`src/sv/ps2mc_pkg.sv`:
```
// ----------------------------------------------------------------------------
// ps2mc_pkg: shared types and constants of the PS/2 mouse cursor block
// Holds the item, result and configuration types, the operation and register
// codes, and the clamp and halving helpers used by the datapath.
// ----------------------------------------------------------------------------
`default_nettype none

package ps2mc_pkg;

   // Operation codes of an input item.
   localparam logic OP_BYTE = 1'b0;
   localparam logic OP_SET  = 1'b1;

   // Configuration register indexes.
   localparam logic [1:0] CSR_ABS_MODE     = 2'd0;
   localparam logic [1:0] CSR_GRID_COLUMNS = 2'd1;
   localparam logic [1:0] CSR_GRID_ROWS    = 2'd2;

   // Reset values.
   localparam logic [7:0] GRID_COLUMNS_RESET = 8'd80;
   localparam logic [7:0] GRID_ROWS_RESET    = 8'd25;
   localparam logic [7:0] COL_POS_RESET      = 8'd40;
   localparam logic [7:0] ROW_POS_RESET      = 8'd12;

   // Byte positions inside a packet.
   localparam logic [2:0] IDX_FIRST    = 3'd0;
   localparam logic [2:0] IDX_SECOND   = 3'd1;
   localparam logic [2:0] IDX_REL_LAST = 3'd2;
   localparam logic [2:0] IDX_ABS_LAST = 3'd4;

   // Flag byte bits of a relative packet.
   localparam int FLAG_SYNC_BIT = 3;
   localparam int FLAG_XSIGN_BIT = 4;
   localparam int FLAG_YSIGN_BIT = 5;

   // Absolute coordinates are scaled by grid size / 32768.
   localparam int ABS_SCALE_SHIFT = 15;

   typedef struct packed {
      logic              op;
      logic [7:0]        data_byte;
      logic              from_aux;
      logic signed [10:0] set_col;
      logic signed [10:0] set_row;
   } req_item_type;

   typedef struct packed {
      logic [7:0] cursor_col;
      logic [7:0] cursor_row;
      logic [2:0] buttons;
      logic [1:0] released;
      logic       moved;
      logic       packet_done;
   } result_type;

   typedef struct packed {
      logic       abs_mode;
      logic [7:0] grid_columns;
      logic [7:0] grid_rows;
      logic       mode_written;
   } cfg_type;

   // Clamp a signed coordinate into 0 .. max(size, 1) - 1.
   function automatic logic [7:0] clamp_to(input logic signed [11:0] v,
                                           input logic [7:0] size);
      logic [7:0] top;
      top = (size == 8'd0) ? 8'd0 : size - 8'd1;
      if (v[11]) begin
         return 8'd0;
      end
      if (v[10:0] > {3'b000, top}) begin
         return top;
      end
      return v[7:0];
   endfunction

   // Halve a signed value, rounding toward zero.
   function automatic logic signed [9:0] half_toward_zero(input logic signed [9:0] v);
      logic signed [9:0] biased;
      biased = v + {9'd0, v[9]};
      return biased >>> 1;
   endfunction

endpackage

`default_nettype wire

```
`src/sv/ps2mc_req_if.sv`:
```
// ----------------------------------------------------------------------------
// ps2mc_req_if: request channel
// Valid/ready channel carrying one controller byte or set-position request.
// ----------------------------------------------------------------------------
`default_nettype none

interface ps2mc_req_if ();
   logic              valid;
   logic              ready;
   logic              op;
   logic [7:0]        data_byte;
   logic              from_aux;
   logic signed [10:0] set_col;
   logic signed [10:0] set_row;

   modport source (output valid, output op, output data_byte, output from_aux,
                   output set_col, output set_row, input ready);
   modport sink   (input valid, input op, input data_byte, input from_aux,
                   input set_col, input set_row, output ready);
endinterface

`default_nettype wire

```
`src/sv/ps2mc_rsp_if.sv`:
```
// ----------------------------------------------------------------------------
// ps2mc_rsp_if: result channel
// Valid/ready channel carrying the cursor and button state after an item.
// ----------------------------------------------------------------------------
`default_nettype none

interface ps2mc_rsp_if ();
   logic       valid;
   logic       ready;
   logic [7:0] cursor_col;
   logic [7:0] cursor_row;
   logic [2:0] buttons;
   logic [1:0] released;
   logic       moved;
   logic       packet_done;

   modport source (output valid, output cursor_col, output cursor_row, output buttons,
                   output released, output moved, output packet_done, input ready);
   modport sink   (input valid, input cursor_col, input cursor_row, input buttons,
                   input released, input moved, input packet_done, output ready);
endinterface

`default_nettype wire

```
`src/sv/ps2mc_csr.sv`:
```
// ----------------------------------------------------------------------------
// ps2mc_csr: configuration registers
// Holds the mode and grid size and flags a write of the mode register.
// ----------------------------------------------------------------------------
`default_nettype none

module ps2mc_csr import ps2mc_pkg::*; (
   input  wire logic       clock,
   input  wire logic       reset,
   input  wire logic       csr_wr_en,
   input  wire logic [1:0] csr_index,
   input  wire logic [7:0] csr_wr_data,
   output cfg_type         cfg
);

   logic       abs_mode_ff;
   logic [7:0] grid_columns_ff;
   logic [7:0] grid_rows_ff;

   always_ff @(posedge clock) begin
      if (reset) begin
         abs_mode_ff     <= 1'b0;
         grid_columns_ff <= GRID_COLUMNS_RESET;
         grid_rows_ff    <= GRID_ROWS_RESET;
      end else if (csr_wr_en) begin
         unique case (csr_index)
            CSR_ABS_MODE:     abs_mode_ff     <= csr_wr_data[0];
            CSR_GRID_COLUMNS: grid_columns_ff <= csr_wr_data;
            CSR_GRID_ROWS:    grid_rows_ff    <= csr_wr_data;
            default: ;
         endcase
      end
   end

   assign cfg.abs_mode     = abs_mode_ff;
   assign cfg.grid_columns = grid_columns_ff;
   assign cfg.grid_rows    = grid_rows_ff;
   // A mode write restarts packet gathering.
   assign cfg.mode_written = csr_wr_en && (csr_index == CSR_ABS_MODE);

endmodule

`default_nettype wire

```
`src/sv/ps2mc_core.sv`:
```
// ----------------------------------------------------------------------------
// ps2mc_core: packet decoder and cursor state
// Computes the result of the staged item and updates the packet and cursor
// state when that item moves on to the result register.
// ----------------------------------------------------------------------------
`default_nettype none

module ps2mc_core import ps2mc_pkg::*; (
   input  wire logic   clock,
   input  wire logic   reset,
   input  wire logic   advance,
   input  req_item_type item,
   input  cfg_type     cfg,
   output result_type  result
);

   logic [2:0] byte_index_ff, byte_index_in;
   logic [2:0] held_ff, held_in;
   logic [7:0] col_ff, col_in;
   logic [7:0] row_ff, row_in;
   logic [7:0] packet_ff [4];

   logic       pkt_we;
   logic [1:0] pkt_addr;
   logic       done;
   logic [2:0] rel_index;

   logic [7:0]         flags;
   logic signed [9:0]  dx, ndy, half_dx, half_dy;
   logic signed [11:0] rel_col, rel_row;
   logic [23:0]        abs_x_prod, abs_y_prod;
   logic [7:0]         abs_col, abs_row;
   logic [7:0]         set_col_c, set_row_c;
   logic [7:0]         rel_col_c, rel_row_c;

   assign flags = packet_ff[0];

   // Relative deltas: 9-bit two's complement, Y negated, halved toward zero.
   always_comb begin
      dx      = {flags[FLAG_XSIGN_BIT], flags[FLAG_XSIGN_BIT], packet_ff[1]};
      ndy     = -$signed({flags[FLAG_YSIGN_BIT], flags[FLAG_YSIGN_BIT], item.data_byte});
      half_dx = half_toward_zero(dx);
      half_dy = half_toward_zero(ndy);
      rel_col = $signed({4'd0, col_ff}) + {{2{half_dx[9]}}, half_dx};
      rel_row = $signed({4'd0, row_ff}) + {{2{half_dy[9]}}, half_dy};
   end

   // Absolute coordinates scaled into the grid.
   assign abs_x_prod = {packet_ff[2], packet_ff[1]} * cfg.grid_columns;
   assign abs_y_prod = {item.data_byte, packet_ff[3]} * cfg.grid_rows;

   always_comb begin
      abs_col   = clamp_to({3'd0, abs_x_prod[23:ABS_SCALE_SHIFT]}, cfg.grid_columns);
      abs_row   = clamp_to({3'd0, abs_y_prod[23:ABS_SCALE_SHIFT]}, cfg.grid_rows);
      set_col_c = clamp_to({item.set_col[10], item.set_col}, cfg.grid_columns);
      set_row_c = clamp_to({item.set_row[10], item.set_row}, cfg.grid_rows);
      rel_col_c = clamp_to(rel_col, cfg.grid_columns);
      rel_row_c = clamp_to(rel_row, cfg.grid_rows);
   end

   always_comb begin
      byte_index_in = byte_index_ff;
      held_in       = held_ff;
      col_in        = col_ff;
      row_in        = row_ff;
      pkt_we        = 1'b0;
      pkt_addr      = byte_index_ff[1:0];
      done          = 1'b0;
      rel_index     = (byte_index_ff > IDX_REL_LAST) ? IDX_FIRST : byte_index_ff;

      priority if (item.op == OP_SET) begin
         col_in = set_col_c;
         row_in = set_row_c;
      end else if (item.from_aux) begin
         if (cfg.abs_mode) begin
            if (byte_index_ff < IDX_ABS_LAST) begin
               pkt_we        = 1'b1;
               byte_index_in = byte_index_ff + 3'd1;
            end else begin
               byte_index_in = IDX_FIRST;
               done          = 1'b1;
               held_in       = flags[2:0];
               col_in        = abs_col;
               row_in        = abs_row;
            end
         end else begin
            pkt_addr = rel_index[1:0];
            unique case (rel_index)
               IDX_FIRST: begin
                  // Resynchronize: a first byte must carry the sync bit.
                  if (item.data_byte[FLAG_SYNC_BIT]) begin
                     pkt_we        = 1'b1;
                     byte_index_in = IDX_SECOND;
                  end else begin
                     byte_index_in = IDX_FIRST;
                  end
               end
               IDX_SECOND: begin
                  pkt_we        = 1'b1;
                  byte_index_in = IDX_REL_LAST;
               end
               default: begin
                  pkt_we        = 1'b1;
                  byte_index_in = IDX_FIRST;
                  done          = 1'b1;
                  held_in       = flags[2:0];
                  col_in        = rel_col_c;
                  row_in        = rel_row_c;
               end
            endcase
         end
      end
   end

   always_ff @(posedge clock) begin
      if (reset) begin
         byte_index_ff <= IDX_FIRST;
         held_ff       <= 3'd0;
         col_ff        <= COL_POS_RESET;
         row_ff        <= ROW_POS_RESET;
      end else if (cfg.mode_written) begin
         byte_index_ff <= IDX_FIRST;
      end else if (advance) begin
         byte_index_ff <= byte_index_in;
         held_ff       <= held_in;
         col_ff        <= col_in;
         row_ff        <= row_in;
      end
   end

   always_ff @(posedge clock) begin
      if (advance && pkt_we) begin
         packet_ff[pkt_addr] <= item.data_byte;
      end
   end

   assign result.cursor_col  = col_in;
   assign result.cursor_row  = row_in;
   assign result.buttons     = held_in;
   assign result.released    = done ? (held_ff[1:0] & ~held_in[1:0]) : 2'd0;
   assign result.moved       = (col_in != col_ff) || (row_in != row_ff);
   assign result.packet_done = done;

endmodule

`default_nettype wire

```
`src/sv/ps2mc_top.sv`:
```
// ----------------------------------------------------------------------------
// ps2_mouse_packet_cursor_top: PS/2 mouse packet decoder with grid cursor
// Decodes relative or absolute mouse packets into a clamped character-grid
// cursor, button state and release clicks; one result per request.
// ----------------------------------------------------------------------------
`default_nettype none

// The block accepts one request per clock cycle while the result side keeps
// up, and returns exactly one result per request, in order. A request is
// captured in an input register; the decoder works on it from there, and when
// the result register is free or being emptied the result is captured in it
// together with the updated cursor and packet state. A stream of requests
// runs at one per cycle for as long as the result side takes one per cycle.
// The input register accepts a new request while a finished result still
// waits, and the request side stalls only when both registers are full.
// Controller bytes without from_aux produce a result that reports the
// unchanged state. In relative mode three-byte packets are gathered; a first
// byte without bit 3 set is dropped, which resynchronizes the packet stream.
// In absolute mode five-byte packets are gathered and the 16-bit coordinates
// are scaled by grid size / 32768. A set-position request clamps its
// coordinates into the grid and leaves the packet gathering alone. A grid size
// of zero behaves as one. Writes to the configuration registers must be made
// only while the block is idle; the block itself does not enforce this. Writing
// the mode register restarts packet gathering. The four-byte packet store has
// no reset; it is always written before it is read within a packet.

module ps2_mouse_packet_cursor_top import ps2mc_pkg::*; (
   input  wire logic       clock,
   input  wire logic       reset,
   ps2mc_req_if.sink       req_chan,
   ps2mc_rsp_if.source     rsp_chan,
   input  wire logic       csr_wr_en,
   input  wire logic [1:0] csr_index,
   input  wire logic [7:0] csr_wr_data
);

   cfg_type      cfg;
   req_item_type item_ff;
   logic         item_valid_ff;
   result_type   result;
   result_type   result_ff;
   logic         rsp_valid_ff;
   logic         advance;

   // The staged request moves on when the result register is free or is being
   // emptied in this cycle.
   assign advance        = item_valid_ff && (!rsp_valid_ff || rsp_chan.ready);
   assign req_chan.ready = !item_valid_ff || advance;

   ps2mc_csr u_csr (
      .clock       (clock),
      .reset       (reset),
      .csr_wr_en   (csr_wr_en),
      .csr_index   (csr_index),
      .csr_wr_data (csr_wr_data),
      .cfg         (cfg)
   );

   ps2mc_core u_core (
      .clock   (clock),
      .reset   (reset),
      .advance (advance),
      .item    (item_ff),
      .cfg     (cfg),
      .result  (result)
   );

   // Input register.
   always_ff @(posedge clock) begin
      if (reset) begin
         item_valid_ff <= 1'b0;
      end else if (req_chan.ready) begin
         item_valid_ff <= req_chan.valid;
      end
   end

   always_ff @(posedge clock) begin
      if (req_chan.valid && req_chan.ready) begin
         item_ff.op        <= req_chan.op;
         item_ff.data_byte <= req_chan.data_byte;
         item_ff.from_aux  <= req_chan.from_aux;
         item_ff.set_col   <= req_chan.set_col;
         item_ff.set_row   <= req_chan.set_row;
      end
   end

   // Result register.
   always_ff @(posedge clock) begin
      if (reset) begin
         rsp_valid_ff <= 1'b0;
      end else if (advance) begin
         rsp_valid_ff <= 1'b1;
      end else if (rsp_chan.ready) begin
         rsp_valid_ff <= 1'b0;
      end
   end

   always_ff @(posedge clock) begin
      if (advance) begin
         result_ff <= result;
      end
   end

   assign rsp_chan.valid       = rsp_valid_ff;
   assign rsp_chan.cursor_col  = result_ff.cursor_col;
   assign rsp_chan.cursor_row  = result_ff.cursor_row;
   assign rsp_chan.buttons     = result_ff.buttons;
   assign rsp_chan.released    = result_ff.released;
   assign rsp_chan.moved       = result_ff.moved;
   assign rsp_chan.packet_done = result_ff.packet_done;

`ifndef SYNTHESIS
   // Release clicks are only reported by a completed packet.
   a_release_needs_packet: assert property (@(posedge clock) disable iff (reset)
      rsp_valid_ff |-> (result_ff.released == 2'd0 || result_ff.packet_done))
      else $error("release reported without a completed packet");

   // A released button must have been dropped from the held set.
   a_release_not_held: assert property (@(posedge clock) disable iff (reset)
      rsp_valid_ff |-> ((result_ff.released & result_ff.buttons[1:0]) == 2'd0))
      else $error("released button still reported as held");

   // A staged request that cannot move on stays staged.
   a_stage_holds: assert property (@(posedge clock) disable iff (reset)
      (item_valid_ff && !advance) |=> item_valid_ff)
      else $error("staged request lost while stalled");

   // Every request that moves on shows up as a pending result.
   a_advance_gives_result: assert property (@(posedge clock) disable iff (reset)
      advance |=> rsp_valid_ff)
      else $error("result missing after advance");

   // No result is pending right after reset.
   a_reset_empty: assert property (@(posedge clock)
      reset |=> (!rsp_valid_ff && !item_valid_ff))
      else $error("pipeline not empty after reset");
`endif

endmodule

`default_nettype wire

```
`src/flat_wrapper.sv`:
```
// flat-port wrapper written by rule: the top's interface ports become plain ports
module ps2_mouse_packet_cursor_top_flat import ps2mc_pkg::*;
  (clock, reset, csr_wr_en, csr_index, csr_wr_data, req_chan_valid, req_chan_op, req_chan_data_byte, req_chan_from_aux, req_chan_set_col, req_chan_set_row, req_chan_ready, rsp_chan_valid, rsp_chan_cursor_col, rsp_chan_cursor_row, rsp_chan_buttons, rsp_chan_released, rsp_chan_moved, rsp_chan_packet_done, rsp_chan_ready);
  ps2mc_req_if req_chan_i ();
  ps2mc_rsp_if rsp_chan_i ();
  input  wire logic clock;
  input  wire logic reset;
  input  wire logic csr_wr_en;
  input  wire logic [1:0] csr_index;
  input  wire logic [7:0] csr_wr_data;
  input wire logic [$bits(req_chan_i.valid)-1:0] req_chan_valid;
  input wire logic [$bits(req_chan_i.op)-1:0] req_chan_op;
  input wire logic [$bits(req_chan_i.data_byte)-1:0] req_chan_data_byte;
  input wire logic [$bits(req_chan_i.from_aux)-1:0] req_chan_from_aux;
  input wire logic [$bits(req_chan_i.set_col)-1:0] req_chan_set_col;
  input wire logic [$bits(req_chan_i.set_row)-1:0] req_chan_set_row;
  output wire logic [$bits(req_chan_i.ready)-1:0] req_chan_ready;
  output wire logic [$bits(rsp_chan_i.valid)-1:0] rsp_chan_valid;
  output wire logic [$bits(rsp_chan_i.cursor_col)-1:0] rsp_chan_cursor_col;
  output wire logic [$bits(rsp_chan_i.cursor_row)-1:0] rsp_chan_cursor_row;
  output wire logic [$bits(rsp_chan_i.buttons)-1:0] rsp_chan_buttons;
  output wire logic [$bits(rsp_chan_i.released)-1:0] rsp_chan_released;
  output wire logic [$bits(rsp_chan_i.moved)-1:0] rsp_chan_moved;
  output wire logic [$bits(rsp_chan_i.packet_done)-1:0] rsp_chan_packet_done;
  input wire logic [$bits(rsp_chan_i.ready)-1:0] rsp_chan_ready;
  assign req_chan_i.valid = req_chan_valid;
  assign req_chan_i.op = req_chan_op;
  assign req_chan_i.data_byte = req_chan_data_byte;
  assign req_chan_i.from_aux = req_chan_from_aux;
  assign req_chan_i.set_col = req_chan_set_col;
  assign req_chan_i.set_row = req_chan_set_row;
  assign req_chan_ready = req_chan_i.ready;
  assign rsp_chan_valid = rsp_chan_i.valid;
  assign rsp_chan_cursor_col = rsp_chan_i.cursor_col;
  assign rsp_chan_cursor_row = rsp_chan_i.cursor_row;
  assign rsp_chan_buttons = rsp_chan_i.buttons;
  assign rsp_chan_released = rsp_chan_i.released;
  assign rsp_chan_moved = rsp_chan_i.moved;
  assign rsp_chan_packet_done = rsp_chan_i.packet_done;
  assign rsp_chan_i.ready = rsp_chan_ready;
  ps2_mouse_packet_cursor_top u_core (.clock(clock), .reset(reset), .req_chan(req_chan_i), .rsp_chan(rsp_chan_i), .csr_wr_en(csr_wr_en), .csr_index(csr_index), .csr_wr_data(csr_wr_data));
endmodule
```
`config.mk`:
```
export PLATFORM = sky130hd
export DESIGN_NAME = ps2_mouse_packet_cursor_top_flat
export DESIGN_NICKNAME = d
export VERILOG_FILES = /design/src/sv/ps2mc_pkg.sv /design/src/sv/ps2mc_req_if.sv /design/src/sv/ps2mc_rsp_if.sv /design/src/sv/ps2mc_csr.sv /design/src/sv/ps2mc_core.sv /design/src/sv/ps2mc_top.sv /design/src/flat_wrapper.sv
export SDC_FILE = /design/constraint.sdc
export NUM_CORES = 1
export LEC_CHECK = 0
export ABC_AREA = 1
export BUFFER_PORTS_ARGS = -buffer_cell sky130_fd_sc_hd__buf_2
export CAP_MARGIN = 0
export CORE_MARGIN = 4
export CORE_UTILIZATION = 44
export CTS_BUF_LIST = sky130_fd_sc_hd__clkbuf_16
export DETAILED_ROUTE_END_ITERATION = 8
export PLACE_DENSITY_LB_ADDON = 0.15
export RECOVER_POWER = 50
export SYNTH_ARGS = -nofsm -noshare
export SYNTH_HDL_FRONTEND = slang
export SYNTH_HIERARCHICAL = 1
export SYNTH_SLANG_ARGS = --single-unit
```
`constraint.sdc`:
```
create_clock -name clock -period 12.8 [get_ports clock]
set_clock_uncertainty 0.15 [all_clocks]
set_input_delay 3.84 -clock clock [delete_from_list [all_inputs] [get_ports clock]]
set_output_delay 3.84 -clock clock [all_outputs]
set_load 0.05 [all_outputs]
```
### Word level (Yosys, flattened, before mapping)

Memories as Yosys holds them, arrays and structs flattened.
Cells that the tools add are included.

* input port bits: 47
* register bits: 96
* output and inout bits: 25
* logic and storage cells: 143
* memories: 1
* bits in writable memories: 32

* reduce and logical (&&, ||, !) cells: 21
* equal/unequal tests: 5
* multiply operators: 2
* magnitude comparators: 8
* bitwise operators: 4
* multiplexer cells: 74
* $add $sub $neg: 8

Memories
* u_core.u_core.packet_ff: words 4, bits a word 8, read ports 4, clocked after memory_dff 0, wr ports 1, RTL line ps2mc_core.sv:21 `logic [7:0] packet_ff [4];`

Operators by type and width (number)
* $mux 8: 32
* $mul 16x8->24: 2
* $gt 11x8->1: 4
* $mux 1: 30
* $mux 3: 8
* $add 9x9->10: 2
* $gt 9x8->1: 2
* $logic_not 8->1: 2
* $ne 8x8->1: 2
* $sub 8x1->8 const B: 2
* $add 10x1->10: 1
* $add 9x2->10: 1
* $neg 9->10: 1
* $reduce_and 2->1: 4
* $mux 2: 3
* $pmux 3 s2: 1
* $logic_and 1x1->1: 4
* $reduce_or 2->1: 2
* $add 3x1->3 const B: 1
* $eq 3x1->1 const B: 1
* $gt 3x2->1 const B: 1
* $logic_not 3->1: 1
* $logic_or 1x1->1: 3
* $lt 3x3->1 const B: 1
* other kinds (9): 11

### Longest topological paths before layout

Gate-level depths: netlist (run 1).
An unclocked memory read counts as a cell.

* word-level depth: 15
* mapped depth: 47
* depth with buffers taken out: 46

### Modules after synthesis

Netlist (run 1), hierarchy kept.

By module, submodules not included
* ps2mc_core: area each 14936.8 um^2, cells each 2288, seq. area each 1311.3 um^2, instances 1
* ps2_mouse_packet_cursor_top: area each 1742.9 um^2, cells each 67, seq. area each 1691.6 um^2, instances 1
* ps2mc_csr: area each 735.7 um^2, cells each 105, seq. area each 340.3 um^2, instances 1

### Worst setup path before layout (run 1)

Ideal clock, no wire load.

* path kind: input -> output
* start: input port rsp_chan_ready
* end: output port req_chan_ready
* arrival: 4.185 ns
* buffers on the path: 0
* stages on the path: 2
* required time: 8.810 ns
* path slack: 4.625 ns
* cell sequence: inv_1 nand3_2

* cells in the longest elaborated chain, start to end: 3

Ends and longest elaborated chain
* start: declaration: RTL line flat_wrapper.sv:25 `input wire logic [$bits(rsp_chan_i.ready)-1:0] rsp_chan_ready;`
* $logic_or 1x1->1: RTL line ps2mc_top.sv:47 `assign advance = item_valid_ff && (!rsp_valid_ff || rsp_chan.ready);`
* $logic_and 1x1->1: RTL line ps2mc_top.sv:47
* $logic_or 1x1->1: RTL line ps2mc_top.sv:48 `assign req_chan.ready = !item_valid_ff || advance;`
* end: declaration: RTL line flat_wrapper.sv:17 `output wire logic [$bits(req_chan_i.ready)-1:0] req_chan_ready;`

Every way passes these cells.

### Worst setup path after layout (run 1)

Same ends and word-level chain as after synthesis.

==> run metrics, run 1 <==
run status=complete, no violations; Internal Dissipation=1130 µW; Ant. Diodes=0; CP required=8.81 ns; routed length per placed instance=14.8 µm; commonest non-fill, non-tap cells in the layout=sky130_fd_sc_hd__nand2_1 (647), sky130_fd_sc_hd__inv_1 (632), sky130_fd_sc_hd__fa_1 (168), sky130_fd_sc_hd__ha_1 (155), sky130_fd_sc_hd__nand3_1 (140); largest net degree at the start of global routing=31; critical path endpoint category=output pin; post-layout utilization of the core=47.9%; via/cell ratio=5.03; aggregate negative setup slack=0 ns; distinct cell type count after synthesis=50; pre-CTS WS=4.45 ns; Net Sw Power=913 µW; share of async-settable or async-resettable flops after synthesis=0%; most common cell after layout, fill and taps aside=sky130_fd_sc_hd__nand2_1; final wirelength=44,600 µm; global-route usage over all layers=21.6%; Initial DRT Pass Iterations=6; peak per-stage delay on the critical path=0.24 ns; final estimated routing congestion in global placement=0.888; CTS sink cnt=125; clock tree from TritonCTS=yes; area used by sequential logic in the layout=3340 µm²; count of flip-flops with a built-in enable after synthesis=84; number of nets in the synthesized netlist=2,830; IR drop worst, VDD=0.000117 V; post-synthesis sequential area ratio=19.2%; slew of the pin with the lowest slew margin=1.36 ns; post-synthesis sequential element count=125; number of buffers inserted during clock tree synthesis=17; instance count along the most critical hold path=2; top_reg_cell synth=sky130_fd_sc_hd__edfxtp_1; via count=15,100; synthesis-to-layout area growth=7.04%; worst-case setup margin in the final layout=4.42 ns; Post-CTS Resized=0; switching share of total power=44.7%; Hold-fix buffers, CTS=0; count of yosys warnings during synthesis=6; # setup viols final=0; critical setup path kind=input port to output pin; fraction of layout cells with a size suffix above 1=5.99%; critical path data arrival time=4.39 ns; remaining antenna violation count after routing=0; worst skew pair latency=0.43 ns; layout net count=2,845; count of boundary I/O pins=72; worst rel slew slack=9.38%; total global routing overflow=0; sequential share of power=24.0%; part of the total power dissipated in the clock network=24.5%; DRC=0; timing-limited maximum frequency=0.119 GHz; number of H-tree levels=4; number of hold violations in the final report=0; total die area=42,800 µm²; first-pass GRT wire length=75,000 µm; Worst path top cell family by delay=buffers and inverters; Power Density=110 nW/µm²; buffer and inverter count on the worst path=3; Max Slew Vio Count=0; Worst Setup Start Kind=input port; number of max-cap violations=0; Stages on worst setup path=4; classification of the worst-slack hold path=flip-flop to flip-flop; post-detailed-placement half-perimeter wirelength=35,100 µm; setup repair after global routing missed its margin=false; leakage power of the design=0.0110 µW; library cell contributing the largest single delay on the critical path=sky130_fd_sc_hd__buf_2; post-synthesis cell area=17,400 µm²; # rows=72; Post-CTS Setup Bufs=0; starting density of the core=44.7%; combinational share of power=51.5%; count of filler cells inserted in the layout=3,969; number of antenna violations at the first check in global routing=0; initial DRC count=796; Max Fanout on Critical Path=3; time the final worst path needs with I/O delays and setup=8.38 ns; Core Area=38,900 µm²; ordered list of cells on the worst path=buf_2 > inv_1 > nand3_1 > buf_2; Tcrit/Tclk final=65.5%; clock buffer depth=2; worst reg-to-reg path cell count=43; Most common cell on crit path=sky130_fd_sc_hd__buf_2; synthesized area divided by synthesized cell count=7.08 µm²; Buffers on Ports=71; Clock transition at path regs=0.06 ns; total area of multi-input combinational cells=11,300 µm²; number of global-route vias before repair=15,200; Clk Tree Root Cell=sky130_fd_sc_hd__clkbuf_16; die span in x=207 µm; Synth Instances=2,460; vertical extent of the die=207 µm
[worst paths after layout]
check	start	end	slack [ns]
setup / recovery	rsp_chan_ready	req_chan_ready	4.42
hold reg to reg	u_core/item_valid_ff	u_core/rsp_chan.valid	0.36
hold / removal	u_core/item_valid_ff	u_core/rsp_chan.valid	0.36
setup reg to reg	u_core/u_csr/grid_columns_ff[2]	u_core/rsp_chan.moved	5.51
[power by group through the flow]
stage	sequential, µW	clock [µW]	combinational [µW]
CTS	491	512	1060
finish	491	500	1050
global route	494	526	1220
global placement	499	0	1030
detailed placement	499	0	1050
floorplan	485	0	802
[synthesized netlist by cell type, types with 2 or more instances]
cell | number | share of area (%)
sky130_fd_sc_hd__nand2_1 | 647 | 14
sky130_fd_sc_hd__inv_1 | 627 | 14
sky130_fd_sc_hd__fa_1 | 168 | 19
sky130_fd_sc_hd__ha_1 | 155 | 11
sky130_fd_sc_hd__nand3_1 | 139 | 4.0
sky130_fd_sc_hd__nor2_1 | 134 | 2.9
sky130_fd_sc_hd__a21oi_1 | 107 | 3.1
sky130_fd_sc_hd__edfxtp_1 | 84 | 14
sky130_fd_sc_hd__o21ai_0 | 67 | 1.9
sky130_fd_sc_hd__dfxtp_1 | 41 | 4.7
sky130_fd_sc_hd__nand4_1 | 37 | 1.3
sky130_fd_sc_hd__clkbuf_1 | 35 | 0.75
sky130_fd_sc_hd__xor2_1 | 25 | 1.3
sky130_fd_sc_hd__nor3_1 | 23 | 0.66
sky130_fd_sc_hd__buf_2 | 15 | 0.43
sky130_fd_sc_hd__inv_2 | 15 | 0.32
sky130_fd_sc_hd__nand3b_1 | 12 | 0.52
sky130_fd_sc_hd__buf_1 | 11 | 0.24
sky130_fd_sc_hd__nand2_2 | 10 | 0.36
sky130_fd_sc_hd__o31ai_1 | 9 | 0.39
sky130_fd_sc_hd__a21o_1 | 8 | 0.34
sky130_fd_sc_hd__buf_4 | 8 | 0.34
sky130_fd_sc_hd__xnor2_1 | 7 | 0.35
sky130_fd_sc_hd__buf_6 | 6 | 0.39
sky130_fd_sc_hd__o21bai_1 | 6 | 0.26
sky130_fd_sc_hd__nand3_2 | 5 | 0.29
sky130_fd_sc_hd__nor2_2 | 5 | 0.18
sky130_fd_sc_hd__a211oi_1 | 4 | 0.17
sky130_fd_sc_hd__a31oi_1 | 4 | 0.14
sky130_fd_sc_hd__clkbuf_2 | 4 | 0.11
sky130_fd_sc_hd__nor2_4 | 4 | 0.26
sky130_fd_sc_hd__nor4_1 | 4 | 0.14
sky130_fd_sc_hd__o211ai_1 | 4 | 0.17
sky130_fd_sc_hd__nand2_4 | 3 | 0.19
sky130_fd_sc_hd__nand3_4 | 3 | 0.30
sky130_fd_sc_hd__nor3_2 | 3 | 0.17
sky130_fd_sc_hd__o21ai_1 | 3 | 0.086
sky130_fd_sc_hd__a21oi_2 | 2 | 0.10
sky130_fd_sc_hd__clkinv_1 | 2 | 0.043
sky130_fd_sc_hd__o21a_1 | 2 | 0.086
sky130_fd_sc_hd__o22ai_1 | 2 | 0.072
sky130_fd_sc_hd__or2_2 | 2 | 0.072
[worst register-to-register path, delay by kind of cell, from the launching register on]
family	cells	cell delay, ns
buffers and inverters	5	0.27
DFF	1	0.90
and+or+nand+nor	31	2.82
adders and majority gates	6	2.74
AOI/OAI and AO/OA	1	0.16
[cell families (layout without fill, tap and decap cells)]
group / Yosys count / after routing / share of synthesized area [%]
xor+xnor: 33 / 33 / 1.70
buf+inv: 723 / 751 / 16.2
compound gates: 221 / 221 / 6.96
fa+ha+maj: 323 / 323 / 30.4
flops: 125 / 125 / 19.2
simple gates: 1035 / 1035 / 25.5
[stage by stage]
step	hold slack, ns	instances	instance area [µm²]	total power, µW
floorplan	0.274	2460	17400	1290
global placement	0.339	2974	18100	1530
detailed placement	0.340	2974	18100	1550
CTS	0.353	3006	18700	2060
global route	0.382	3006	18600	2250
finish	0.360	3006	18600	2040
[per-layer routing]
layer	share of wire [%]	up-vias	global-route usage, %	routed length, µm
met2	48	318	37.3	21600
met4	1.6	0	5.19	720
met5	0	-	0	0
met1	46	7276	29.2	20400
li1	-	7488	-	-
met3	4.3	34	2.47	1910
[layout make-up]
class / instances / area share, %
repair buffers: 75 / 2.01
well taps: 518 / 3.48
flip-flops and latches: 125 / 17.9
clock buffers: 19 / 2.55
multi-input cells: 1612 / 60.4
clock inverters: 13 / 0.664
inverters: 644 / 13.0
[flip-flops by register name (all words and copies together), names as in the netlist, 2 cells and up]
register / flops
u_core/rsp_chan.buttons: 3
u_core/u_core/packet_ff: 29
u_core/rsp_chan.cursor_row: 8
u_core/u_core/col_ff: 8
u_core/item_ff: 32
u_core/rsp_chan.released: 2
u_core/u_core/held_ff: 3
u_core/u_csr/grid_rows_ff: 8
u_core/u_csr/grid_columns_ff: 8
u_core/u_core/row_ff: 8
u_core/rsp_chan.cursor_col: 8
u_core/u_core/byte_index_ff: 3
Power figures use the tool's default switching activity.
==> inputs of run 2 (changes only) <==
==> constraint.sdc (replaced) <==
create_clock -name clock -period 7.05 [get_ports clock]
set_clock_uncertainty 0.15 [all_clocks]
set_input_delay 2.115 -clock clock [delete_from_list [all_inputs] [get_ports clock]]
set_output_delay 2.115 -clock clock [all_outputs]
set_load 0.05 [all_outputs]
==> run 2 against run 1 <==
Effect of this change:
- clock power is 79% higher
- non-clock buffer count is 69 higher
- worst hold slack better by 0.0012 ns
- count of clock-buffer cells in the layout down 2
- first-iteration DRC count up 26%
- combinational power increased by 93%
- core utilization grew 1.5 points
- highest routed layer unchanged
==> run metrics, run 2 (synthesis results as in run 1) <==
run status=complete, no violations; initial DRC count=1,004 (+26%); final estimated routing congestion in global placement=0.927 (+4.4%); total area of multi-input combinational cells=11,300 µm² (+0.54%); first-pass GRT wire length=77,000 µm (+2.6%); reg2reg end=u_core/rsp_chan.moved; worst rel slew slack=6.29% (-3.1 points); number of flip-flops under the largest register name=32 (unchanged); CTS sink cnt=125 (unchanged); Core Area=38,900 µm² (unchanged); number of max-cap violations=0 (unchanged); slack of the worst reg-to-reg path=0.47 ns (-5.04 ns); clock tree from TritonCTS=yes; global-route usage over all layers=22.4% (+0.79 points); leakage power of the design=0.0113 µW (+2.7%); commonest non-fill, non-tap cells in the layout=sky130_fd_sc_hd__nand2_1 (645), sky130_fd_sc_hd__inv_1 (627), sky130_fd_sc_hd__fa_1 (168), sky130_fd_sc_hd__ha_1 (154), sky130_fd_sc_hd__nand3_1 (140); Most common cell on crit path=sky130_fd_sc_hd__nand2_1; remaining antenna violation count after routing=0 (unchanged); count of boundary I/O pins=72 (unchanged); Max Fanout on Critical Path=6 (+3); final wirelength=46,600 µm (+4.5%); Buffers on Ports=71 (unchanged); total global routing overflow=0 (unchanged); critical path endpoint category=flip-flop; Clock transition at path regs=0.07 ns (about the same); timing startpoint of the critical path=u_core/u_core/packet_ff[3][3]; number of buffers inserted during clock tree synthesis=17 (unchanged); worst skew pair latency=0.43 ns (about the same); aggregate negative setup slack=0 ns (unchanged); largest registers in the final layout=u_core/item_ff (32), u_core/u_core/packet_ff (29); # rows=72 (unchanged); final total power=3780 µW (+85%); Tcrit/Tclk final=93.4%; number of antenna violations at the first check in global routing=0 (unchanged); layout net count=2,915 (+2.5%); Critical Path Sink=u_core/rsp_chan.moved; Worst Setup Start Kind=flip-flop; worst reg-to-reg path cell count=38 (-12%); number of hold violations in the final report=0 (unchanged); largest net degree at the start of global routing=31 (unchanged); Ant. Diodes=0 (unchanged); number of global-route vias before repair=15,200 (+0.30%); post-detailed-placement half-perimeter wirelength=37,100 µm (+5.8%); fraction of layout cells with a size suffix above 1=9.23% (+3.2 points); classification of the worst-slack hold path=flip-flop to flip-flop; timing-limited maximum frequency=0.152 GHz; IR drop worst, VDD=0.000185 V (+58%); via count=15,300 (+1.2%); worst flop-to-flop path startpoint=u_core/u_core/packet_ff[3][3]; routed length per placed instance=15.2 µm (+2.1%); die span in x=207 µm (unchanged); starting density of the core=44.7% (unchanged); vertical extent of the die=207 µm (unchanged); library cell contributing the largest single delay on the critical path=sky130_fd_sc_hd__fa_1; Max Slew Vio Count=0 (unchanged); setup repair after global routing missed its margin=false; peak per-stage delay on the critical path=0.58 ns (+0.34 ns); time the final worst path needs with I/O delays and setup=6.58 ns; synthesis-to-layout area growth=10.4%; post-layout utilization of the core=49.4% (+1.5 points); via/cell ratio=4.97 (-1.1%); most common cell after layout, fill and taps aside=sky130_fd_sc_hd__nand2_1; DRC=0 (unchanged); critical path data arrival time=6.62 ns (+2.23 ns); register bank with the most flops=u_core/item_ff; CP required=7.09 ns (-1.72 ns); # setup viols final=0 (unchanged); critical setup path kind=flip-flop to flip-flop; Power Density=197 nW/µm² (+79%); Clk Tree Root Cell=sky130_fd_sc_hd__clkbuf_16; number of H-tree levels=4 (unchanged); slew of the pin with the lowest slew margin=1.41 ns (+0.0463 ns); Initial DRT Pass Iterations=5 (-1); total die area=42,800 µm² (unchanged); clock buffer depth=2 (unchanged); count of filler cells inserted in the layout=3,910 (-1.5%); area used by sequential logic in the layout=3370 µm² (+0.67%)
## run 2: cell types whose count changed in the layout (fill, tap and decap cells not counted), moves of 3 or more
cell,before,now
sky130_fd_sc_hd__dfxtp_4,0,5
sky130_fd_sc_hd__dfxtp_2,0,3
sky130_fd_sc_hd__dfxtp_1,41,33
sky130_fd_sc_hd__inv_6,1,4
sky130_fd_sc_hd__a21oi_1,106,102
sky130_fd_sc_hd__clkbuf_1,6,14
sky130_fd_sc_hd__inv_1,632,627
sky130_fd_sc_hd__a21oi_2,3,7
sky130_fd_sc_hd__buf_4,3,58
sky130_fd_sc_hd__buf_6,0,4
## run 2: final cells by class
class	instances	share of cell area, %
multi-input combinational	1613	58.9
sequential	125	17.5
inverter	644	12.6
timing repair buffer	144	4.63
tap	518	3.37
clock buffer	17	2.21
clock inverter	15	0.839
## run 2: through the flow
| step | area (µm²) | setup WS, ns | hold slack [ns] | instances |
|---|---|---|---|---|
| after global placement | 18400 | 0.193 | 0.334 | 3012 |
| after floorplan | 17400 | 0.720 | 0.274 | 2460 |
| after global routing | 19200 | 0.00742 | 0.380 | 3076 |
| after detailed placement | 18400 | 0.0450 | 0.348 | 3012 |
| final | 19200 | 0.468 | 0.361 | 3076 |
| after CTS | 18900 | 0.0354 | 0.356 | 3044 |
## run 2: power breakdown
group / leakage [µW] / internal, µW / switching (µW)
registers: 0.00113 / 821 / 43.4
clock network: 0.000282 / 525 / 368
logic: 0.00987 / 711 / 1310
total: 0.0113 / 2060 / 1730
## run 2: critical path: cells and delay by family, from the launching register on
| kind | cells | cell delay [ns] |
|---|---|---|
| fa+ha+maj | 6 | 2.61 |
| simple gates | 20 | 1.62 |
| compound gates | 5 | 0.77 |
| buf+inv | 6 | 0.54 |
| flops | 1 | 0.47 |
| xor+xnor | 1 | 0.17 |
## run 2: worst min-delay path by stage
stage                                          from  depth (start not counted)                         endpoint  slack (ns)
floorplan           u_core/u_csr/grid_columns_ff[4]                          2  u_core/u_csr/grid_columns_ff[4]        0.27
global placement               u_core/item_valid_ff                          2             u_core/item_valid_ff        0.33
detailed placement             u_core/item_valid_ff                          2             u_core/item_valid_ff        0.35
CTS                            u_core/item_valid_ff                          2             u_core/item_valid_ff        0.36
global route                   u_core/item_valid_ff                          2            u_core/rsp_chan.valid        0.38
finish                         u_core/item_valid_ff                          2            u_core/rsp_chan.valid        0.36
## run 2: repair_timing
action,4_1_cts,5_1_grt
hold buffers,0,0
resized for setup,0,33
endpoints found under the setup margin,0,17
setup buffers,0,31
hold endpoints to repair,0,0
## run 2: layer usage
layer	share of wire [%]	routed length, µm	vias to the layer above	track usage [%]
met5	0	0	-	0
met4	2.0	915	0	5.74
met3	4.5	2100	49	2.06
met2	47	22100	384	37.7
met1	46	21500	7214	31.2
li1	-	-	7645	-
